### config.mk
export PLATFORM = sky130hd
export DESIGN_NAME = tcp_option_classifier
export DESIGN_NICKNAME = d
export VERILOG_FILES = /design/src/rtl/toc_pkg.sv /design/src/rtl/toc_parser.sv /design/src/rtl/tcp_option_classifier.sv
export SDC_FILE = /design/constraint.sdc
export NUM_CORES = 1
export LEC_CHECK = 0
export CAP_MARGIN = 10
export CORE_AREA = 2 2 78 80
export DETAILED_ROUTE_END_ITERATION = 12
export DIE_AREA = 0 0 80 82
export DONT_BUFFER_PORTS = 1
export PLACE_DENSITY = 0.89
export SYNTH_ARGS = -nofsm -noshare
export SYNTH_HDL_FRONTEND = slang
export SYNTH_SLANG_ARGS = --single-unit
### constraint.sdc
create_clock -name clk -period 6.9 [get_ports clk]
set_clock_uncertainty 0.1 [all_clocks]
set_input_delay 0.345 -clock clk [delete_from_list [all_inputs] [get_ports clk]]
set_output_delay 0.345 -clock clk [all_outputs]
set_load 0.01 [all_outputs]
### src/rtl/toc_pkg.sv
package toc_pkg;

  // Default cap on option area bytes per packet
  localparam int MAX_OPTION_BYTES_DEF = 40;

  // Input beat: one byte of the option area
  typedef struct packed {
    logic [7:0] option_byte;
    logic       byte_valid;
    logic       last_byte;
  } toc_in_t;

  // Result beat: one classified option
  typedef struct packed {
    logic [3:0] token;
    logic [7:0] shift_value;
    logic       area_done;
  } toc_out_t;

  // Token codes
  localparam logic [3:0] TOK_NONE       = 4'd0;
  localparam logic [3:0] TOK_END        = 4'd1;
  localparam logic [3:0] TOK_BAD_END    = 4'd2;
  localparam logic [3:0] TOK_NOP        = 4'd3;
  localparam logic [3:0] TOK_MSS        = 4'd4;
  localparam logic [3:0] TOK_BAD_MSS    = 4'd5;
  localparam logic [3:0] TOK_SACKOK     = 4'd6;
  localparam logic [3:0] TOK_TS         = 4'd7;
  localparam logic [3:0] TOK_BAD_TS     = 4'd8;
  localparam logic [3:0] TOK_WSCALE     = 4'd9;
  localparam logic [3:0] TOK_MPTCP      = 4'd10;
  localparam logic [3:0] TOK_TFO_COOKIE = 4'd11;
  localparam logic [3:0] TOK_TFO_EMPTY  = 4'd12;
  localparam logic [3:0] TOK_OWN        = 4'd13;
  localparam logic [3:0] TOK_UNEXPECTED = 4'd14;
  localparam logic [3:0] TOK_UNKNOWN    = 4'd15;

  // Option kinds
  localparam logic [7:0] KIND_EOL    = 8'd0;
  localparam logic [7:0] KIND_NOP    = 8'd1;
  localparam logic [7:0] KIND_MSS    = 8'd2;
  localparam logic [7:0] KIND_WSCALE = 8'd3;
  localparam logic [7:0] KIND_SACKOK = 8'd4;
  localparam logic [7:0] KIND_SACK   = 8'd5;
  localparam logic [7:0] KIND_ECHO   = 8'd6;
  localparam logic [7:0] KIND_ECHOR  = 8'd7;
  localparam logic [7:0] KIND_TS     = 8'd8;
  localparam logic [7:0] KIND_POCP   = 8'd9;
  localparam logic [7:0] KIND_POSP   = 8'd10;
  localparam logic [7:0] KIND_ALTCS  = 8'd14;
  localparam logic [7:0] KIND_ALTCSD = 8'd15;
  localparam logic [7:0] KIND_TCPTRL = 8'd18;
  localparam logic [7:0] KIND_MD5    = 8'd19;
  localparam logic [7:0] KIND_QSR    = 8'd27;
  localparam logic [7:0] KIND_UTO    = 8'd28;
  localparam logic [7:0] KIND_MPTCP  = 8'd30;
  localparam logic [7:0] KIND_TFO    = 8'd34;
  localparam logic [7:0] KIND_OWN    = 8'd64;
  localparam logic [7:0] KIND_EXP1   = 8'd253;
  localparam logic [7:0] KIND_EXP2   = 8'd254;

  // Fixed field values
  localparam logic [7:0] MSS_LEN = 8'd4;
  localparam logic [7:0] TS_LEN  = 8'h0a;

  // Parse phases
  localparam logic [1:0] PH_KIND = 2'd0;
  localparam logic [1:0] PH_BODY = 2'd1;
  localparam logic [1:0] PH_SKIP = 2'd2;
  localparam logic [1:0] PH_STOP = 2'd3;

endpackage

### src/rtl/toc_parser.sv
module toc_parser #(
  parameter int MaxBytes = toc_pkg::MAX_OPTION_BYTES_DEF
) (
  input  logic             clk,
  input  logic             rst_n,
  input  logic             step,
  input  toc_pkg::toc_in_t beat,
  output logic             res_valid,
  output toc_pkg::toc_out_t res
);
  import toc_pkg::*;

  localparam int CntW = $clog2(MaxBytes + 1);

  logic [1:0]      phase_r, phase_nxt;
  logic [7:0]      kind_r, kind_nxt;
  logic [1:0]      offset_r, offset_nxt;
  logic [7:0]      skip_r, skip_nxt;
  logic [CntW-1:0] count_r, count_nxt;
  logic [3:0]      tok;
  logic [7:0]      shift;
  logic [7:0]      b;

  assign b = beat.option_byte;

  // Per-byte parse step plus area close
  always_comb begin
    phase_nxt  = phase_r;
    kind_nxt   = kind_r;
    offset_nxt = offset_r;
    skip_nxt   = skip_r;
    count_nxt  = count_r;
    tok        = TOK_NONE;
    shift      = 8'd0;

    if (beat.byte_valid && (count_r < CntW'(MaxBytes))) begin
      count_nxt = count_r + 1'b1;
      case (phase_r)
        PH_KIND: begin
          kind_nxt   = b;
          offset_nxt = 2'd0;
          case (b)
            KIND_NOP: begin
              tok = TOK_NOP;
            end
            KIND_SACKOK: begin
              tok = TOK_SACKOK; skip_nxt = 8'd1; phase_nxt = PH_SKIP;
            end
            KIND_OWN: begin
              tok = TOK_OWN; skip_nxt = 8'd1; phase_nxt = PH_SKIP;
            end
            KIND_ECHO, KIND_ECHOR: begin
              tok = TOK_UNEXPECTED; skip_nxt = 8'd5; phase_nxt = PH_SKIP;
            end
            KIND_POCP: begin
              tok = TOK_UNEXPECTED; skip_nxt = 8'd1; phase_nxt = PH_SKIP;
            end
            KIND_POSP, KIND_ALTCS, KIND_TCPTRL: begin
              tok = TOK_UNEXPECTED; skip_nxt = 8'd2; phase_nxt = PH_SKIP;
            end
            KIND_MD5: begin
              tok = TOK_UNEXPECTED; skip_nxt = 8'd17; phase_nxt = PH_SKIP;
            end
            KIND_QSR: begin
              tok = TOK_UNEXPECTED; skip_nxt = 8'd7; phase_nxt = PH_SKIP;
            end
            KIND_UTO: begin
              tok = TOK_UNEXPECTED; skip_nxt = 8'd3; phase_nxt = PH_SKIP;
            end
            default: begin
              if (b inside {KIND_EOL, KIND_MSS, KIND_TS, KIND_WSCALE, KIND_MPTCP,
                            KIND_TFO, KIND_SACK, KIND_ALTCSD, KIND_EXP1, KIND_EXP2}) begin
                phase_nxt = PH_BODY;
              end else begin
                tok = TOK_UNKNOWN; phase_nxt = PH_STOP;
              end
            end
          endcase
        end
        PH_BODY: begin
          case (kind_r)
            KIND_EOL: begin
              if (b != 8'd0) begin
                tok = TOK_BAD_END; phase_nxt = PH_STOP;
              end else begin
                offset_nxt = offset_r + 2'd1;
                if (offset_r == 2'd2) begin
                  tok = TOK_END; phase_nxt = PH_STOP;
                end
              end
            end
            KIND_MSS: begin
              if (b == MSS_LEN) begin
                tok = TOK_MSS; skip_nxt = 8'd2; phase_nxt = PH_SKIP;
              end else begin
                tok = TOK_BAD_MSS; phase_nxt = PH_STOP;
              end
            end
            KIND_TS: begin
              if (b == TS_LEN) begin
                tok = TOK_TS; skip_nxt = 8'd8; phase_nxt = PH_SKIP;
              end else begin
                tok = TOK_BAD_TS; phase_nxt = PH_STOP;
              end
            end
            KIND_WSCALE: begin
              if (offset_r == 2'd0) begin
                offset_nxt = 2'd1;
              end else begin
                tok = TOK_WSCALE; shift = b; phase_nxt = PH_KIND;
              end
            end
            default: begin
              // Length-coded option: a length under two stops the walk
              if (b < 8'd2) begin
                tok = TOK_UNKNOWN; phase_nxt = PH_STOP;
              end else begin
                skip_nxt  = b - 8'd2;
                phase_nxt = (b == 8'd2) ? PH_KIND : PH_SKIP;
                if (kind_r == KIND_MPTCP) begin
                  tok = TOK_MPTCP;
                end else if (kind_r == KIND_TFO) begin
                  tok = (b > 8'd2) ? TOK_TFO_COOKIE : TOK_TFO_EMPTY;
                end else begin
                  tok = TOK_UNEXPECTED;
                end
              end
            end
          endcase
        end
        PH_SKIP: begin
          skip_nxt = skip_r - 8'd1;
          if (skip_r == 8'd1) begin
            phase_nxt = PH_KIND;
          end
        end
        default: begin
        end
      endcase
    end

    // Area close: settle a pending option as if zero bytes followed
    if (beat.last_byte) begin
      if (tok == TOK_NONE && phase_nxt == PH_BODY) begin
        case (kind_nxt)
          KIND_EOL:    tok = TOK_END;
          KIND_MSS:    tok = TOK_BAD_MSS;
          KIND_TS:     tok = TOK_BAD_TS;
          KIND_WSCALE: tok = TOK_WSCALE;
          default:     tok = TOK_UNKNOWN;
        endcase
      end
      phase_nxt  = PH_KIND;
      kind_nxt   = 8'd0;
      offset_nxt = 2'd0;
      skip_nxt   = 8'd0;
      count_nxt  = '0;
    end
  end

  assign res_valid       = beat.last_byte || (tok != TOK_NONE);
  assign res.token       = tok;
  assign res.shift_value = (tok == TOK_WSCALE) ? shift : 8'd0;
  assign res.area_done   = beat.last_byte;

  // Parse state
  always_ff @(posedge clk) begin
    if (!rst_n) begin
      phase_r  <= PH_KIND;
      kind_r   <= 8'd0;
      offset_r <= 2'd0;
      skip_r   <= 8'd0;
      count_r  <= '0;
    end else if (step) begin
      phase_r  <= phase_nxt;
      kind_r   <= kind_nxt;
      offset_r <= offset_nxt;
      skip_r   <= skip_nxt;
      count_r  <= count_nxt;
    end
  end

endmodule

### src/rtl/tcp_option_classifier.sv
// TCP option classifier: takes the option area of a SYN-ACK as one byte per beat on
// in_data (byte_valid low marks an empty area, last_byte closes the area) and emits one
// token beat per recognized option on out_data. Every last_byte beat gives one result
// beat with area_done set, carrying the token it settles or none. Bytes after a stopping
// option, and bytes past MaxBytes in one area, are ignored; option bytes missing at the
// end of the area read as zero. One byte is taken every cycle unless in_stall is high;
// the parse step is combinational between the input register and the result register,
// so a result beat is registered as its byte leaves the input register. A byte that
// yields no token produces no result beat. The input stalls only while a result beat
// is held by out_stall and the waiting byte also yields a result.
module tcp_option_classifier #(
  parameter int MaxBytes = toc_pkg::MAX_OPTION_BYTES_DEF
) (
  input  logic              clk,
  input  logic              rst_n,
  input  logic              in_valid,
  output logic              in_stall,
  input  toc_pkg::toc_in_t  in_data,
  output logic              out_valid,
  input  logic              out_stall,
  output toc_pkg::toc_out_t out_data
);
  import toc_pkg::*;

  toc_in_t  in_r;
  logic     in_valid_r, in_valid_nxt;
  toc_out_t out_r;
  logic     out_valid_r, out_valid_nxt;
  toc_out_t res;
  logic     res_valid;
  logic     adv;
  logic     out_free;

  // Output register frees when empty or being taken
  assign out_free = !out_valid_r || !out_stall;
  assign adv      = in_valid_r && (!res_valid || out_free);
  assign in_stall = in_valid_r && !adv;

  toc_parser #(
    .MaxBytes(MaxBytes)
  ) u_parser (
    .clk      (clk),
    .rst_n    (rst_n),
    .step     (adv),
    .beat     (in_r),
    .res_valid(res_valid),
    .res      (res)
  );

  // Valid tracking for both stages
  always_comb begin
    in_valid_nxt = in_valid_r;
    if (in_valid && !in_stall) begin
      in_valid_nxt = 1'b1;
    end else if (adv) begin
      in_valid_nxt = 1'b0;
    end
    out_valid_nxt = out_valid_r;
    if (adv && res_valid) begin
      out_valid_nxt = 1'b1;
    end else if (!out_stall) begin
      out_valid_nxt = 1'b0;
    end
  end

  always_ff @(posedge clk) begin
    if (!rst_n) begin
      in_valid_r  <= 1'b0;
      out_valid_r <= 1'b0;
    end else begin
      in_valid_r  <= in_valid_nxt;
      out_valid_r <= out_valid_nxt;
    end
  end

  // Payload registers
  always_ff @(posedge clk) begin
    if (in_valid && !in_stall) begin
      in_r <= in_data;
    end
    if (adv && res_valid) begin
      out_r <= res;
    end
  end

  assign out_valid = out_valid_r;
  assign out_data  = out_r;

endmodule

==> results.txt <==
Crit path buf inv count - 1
Nets - 420
Number of global-route vias before repair - 3072
Leak - 1.25 nW
Worst Tran Pin Value - 0.894 ns
Die X - 80 um
Clock slew at reported path FFs - 0.11 ns
Post-cts resize count - 0
Ys async rst share - 0%
Antenna Nets Post-Route - 0
EDFF count, synth - 23
WL final - 9500 um
Max Slew Vio Count - 0
Initial Util - 63.2%
Crit-path max FO - 15
CP Class - reg -> reg
Grt ovf - 0
Total number of vias - 3342
Net Sw Frac - 31.4%
Via density - 7.08
Avg WL per Cell - 20.1 um
CTS H-tree depth - 2
Fraction of layout cells with a size suffix above 1 - 8.56%
Crit path top cell by count - o311a_1
Initial antenna violation count - 0
Root buffer cell - clkbuf_8
Logic pwr share - 19.9%
Synth Register Bits - 51
Worst-Skew Late Latency - 0.32 ns
Syn Std Cell Area - 3630 sq um
CTS Buffer Depth - 2
Crit path DAT - 3.92 ns
Minimum clock period after layout - 4.08 ns
Gpl congestion - 1.02
RSZ-0062 raised after global routing - no
Critical-path cell list - inv_1, nor4_1, o311a_1, a311oi_4, a21oi_2, nand3_1, o311a_1, nor2b_1
DRC - 0
First-pass GRT wire length - 15300 um
Slew margin rel. - 40.2%
Chip height - 82 um
Clock share of power - 28.4%
Drt pass-1 iters - 7
Post-synthesis sequential area ratio - 34.4%
VDD IR max - 0.126 mV
Die footprint - 6560 sq um
Gr usage total - 30.0%
Top FF cell, synth - dfxtp_1
Hold Vio Cnt, Final - 0
Diode count - 0
Tcrit/Tclk final - 59.2%
Crit path max-delay family - compound AO/OA/AOI/OAI gates
Post-Syn Instances - 410
# clock sinks - 51
Starting DRT DRC Count - 530
Netlist cell types - 79
Power Density - 184 nW/um^2
Switching pwr - 0.000216 W
Critical-path top delay cell - nor2b_1
Core area - 5750 sq um
Critical Path RT - 6.74 ns
Syn_area_per_cell - 8.86 sq um
Post-DP HPWL - 6940 um
Internal power - 0.000472 W
TritonCTS clock tree - built
Syn Nets - 434
Post-CTS Setup Repair Bufs - 0
Area growth, synth to finish - 2.72%
Crit. End Element - register
# IOs - 29
Max-Cap Viols - 0
Final setup viols - 0
Outcome - finished clean
Maximum clock frequency - 0.245 GHz
Power Total - 0.000688 W
Critical path launch point type - register
Flop pwr share - 51.7%
Worst hold path class - in -> reg
Slowest stage delay, CP - 0.72 ns
Final core utilization - 65.0%
Hold buffers post-CTS - 0
Largest net degree at the start of global routing - 25
Ys Warns - 0
Port bufs - 0
Total negative slack - 0 ns
CTS buffer count - 5
Number of cell rows - 28
## area by class of cell
| type | instances | area, sq um |
|---|---|---|
| clock inverter | 2 | 13.8 |
| clock buffer | 6 | 93.8 |
| inverter | 19 | 71.3 |
| timing repair buffer | 1 | 7.51 |
| multi-input combinational | 318 | 2200 |
| sequential | 51 | 1250 |
| fill | 483 | 2010 |
| tap | 75 | 93.8 |
## layout by cell type (no fill, tap or decap), types with 3 or more instances in the layout
cell type and instances:
nor2_1 22, o221ai_1 4, edfxtp_1 23, xor2_1 5, nand4b_1 3, or3_1 3, dfxtp_1 28, nand3_1 26
o22ai_1 9, nor4b_1 3, xnor2_1 9, o21a_1 4, inv_1 17, a21oi_1 17, nor2b_1 6, nand4_1 6
a31oi_1 7, o21ai_1 9, nor3_2 3, ha_1 10, o21ai_0 15, o311a_1 3, nor3_1 14, nor4_1 5
clkbuf_8 5, and2_1 5, nand2_1 37, or4_1 3, a211oi_2 3, mux2i_1 14, and3_1 10, nand2b_1 6
a21boi_0 3, o31ai_1 5, o211ai_1 4
## cell usage after synthesis (4+ instances only)
cell type | number | area, sq um
a21oi_1 | 17 | 85.1
a31oi_1 | 7 | 43.8
and2_1 | 5 | 31.3
and3_1 | 10 | 62.6
buf_2 | 7 | 35.0
clkbuf_1 | 11 | 41.3
dfxtp_1 | 28 | 561
edfxtp_1 | 23 | 691
ha_1 | 10 | 125
inv_1 | 17 | 63.8
mux2i_1 | 14 | 140
nand2_1 | 37 | 139
nand2b_1 | 6 | 37.5
nand3_1 | 26 | 130
nand4_1 | 6 | 37.5
nor2_1 | 22 | 82.6
nor2b_1 | 6 | 37.5
nor3_1 | 14 | 70.1
nor4_1 | 5 | 31.3
o211ai_1 | 4 | 30.0
o21a_1 | 4 | 30.0
o21ai_0 | 15 | 75.1
o21ai_1 | 9 | 45.0
o221ai_1 | 4 | 35.0
o22ai_1 | 9 | 56.3
o31ai_1 | 5 | 37.5
xnor2_1 | 9 | 78.8
xor2_1 | 5 | 43.8
## power groups by stage
stage          Clock [W]  Combinational [W]  Sequential (W)
6_report        0.000195           0.000137        0.000355
5_1_grt         0.000210           0.000148        0.000358
3_3_place_gp           0           0.000130        0.000361
2_1_floorplan          0           0.000117        0.000346
4_1_cts         0.000198           0.000133        0.000354
3_5_place_dp           0           0.000132        0.000361
## metrics by stage
step	area, sq um	setup slack [ns]	hold slack (ns)	instances
3_5_place_dp	3620	2.95	0.344	464
3_3_place_gp	3620	3.01	0.344	464
6_report	3730	2.82	0.0136	472
4_1_cts	3730	2.91	0.0130	472
2_1_floorplan	3630	3.76	0.344	410
5_1_grt	3730	2.59	0.00649	472
## final timing paths
path                              from              endpoint  slack (ns)  cells after the start
hold / removal              in_data[4]               in_r[4]        0.01                      0
setup reg to reg               in_r[2]               in_r[3]        2.82                      8
setup / recovery               in_r[2]               in_r[3]        2.82                      8
hold reg to reg   u_parser.offset_r[0]  u_parser.offset_r[0]        0.39                      2
## per-layer routing
metal	GRT usage (%)	vias to the layer above	wire length, um
met5	0	-	0
met4	14.1	0	393
met3	4.73	45	848
met2	48.9	199	4340
met1	39.1	1565	3920
li1	-	1533	-
## state kept, by name, indices dropped and copies added (netlist names)
register,cells
u_parser.offset_r,2
u_parser.count_r,6
u_parser.skip_r,8
u_parser.kind_r,8
in_r,10
in_valid_r,1
u_parser.phase_r,2
out_valid,1
out_data,13
## kinds of logic (layout without fill, tap and decap cells)
group	Yosys count	count (layout)	synth area share, %
AO/OA/AOI/OAI	113	113	23.7
XOR/XNOR	14	14	3.37
adder cells (fa/ha/maj)	10	10	3.44
buffers and inverters	41	28	4.99
flip-flops	51	51	34.4
multiplexers	15	15	4.17
AND/OR/NAND/NOR	166	166	25.9
Note: power is estimated with default switching activity, not from simulation.
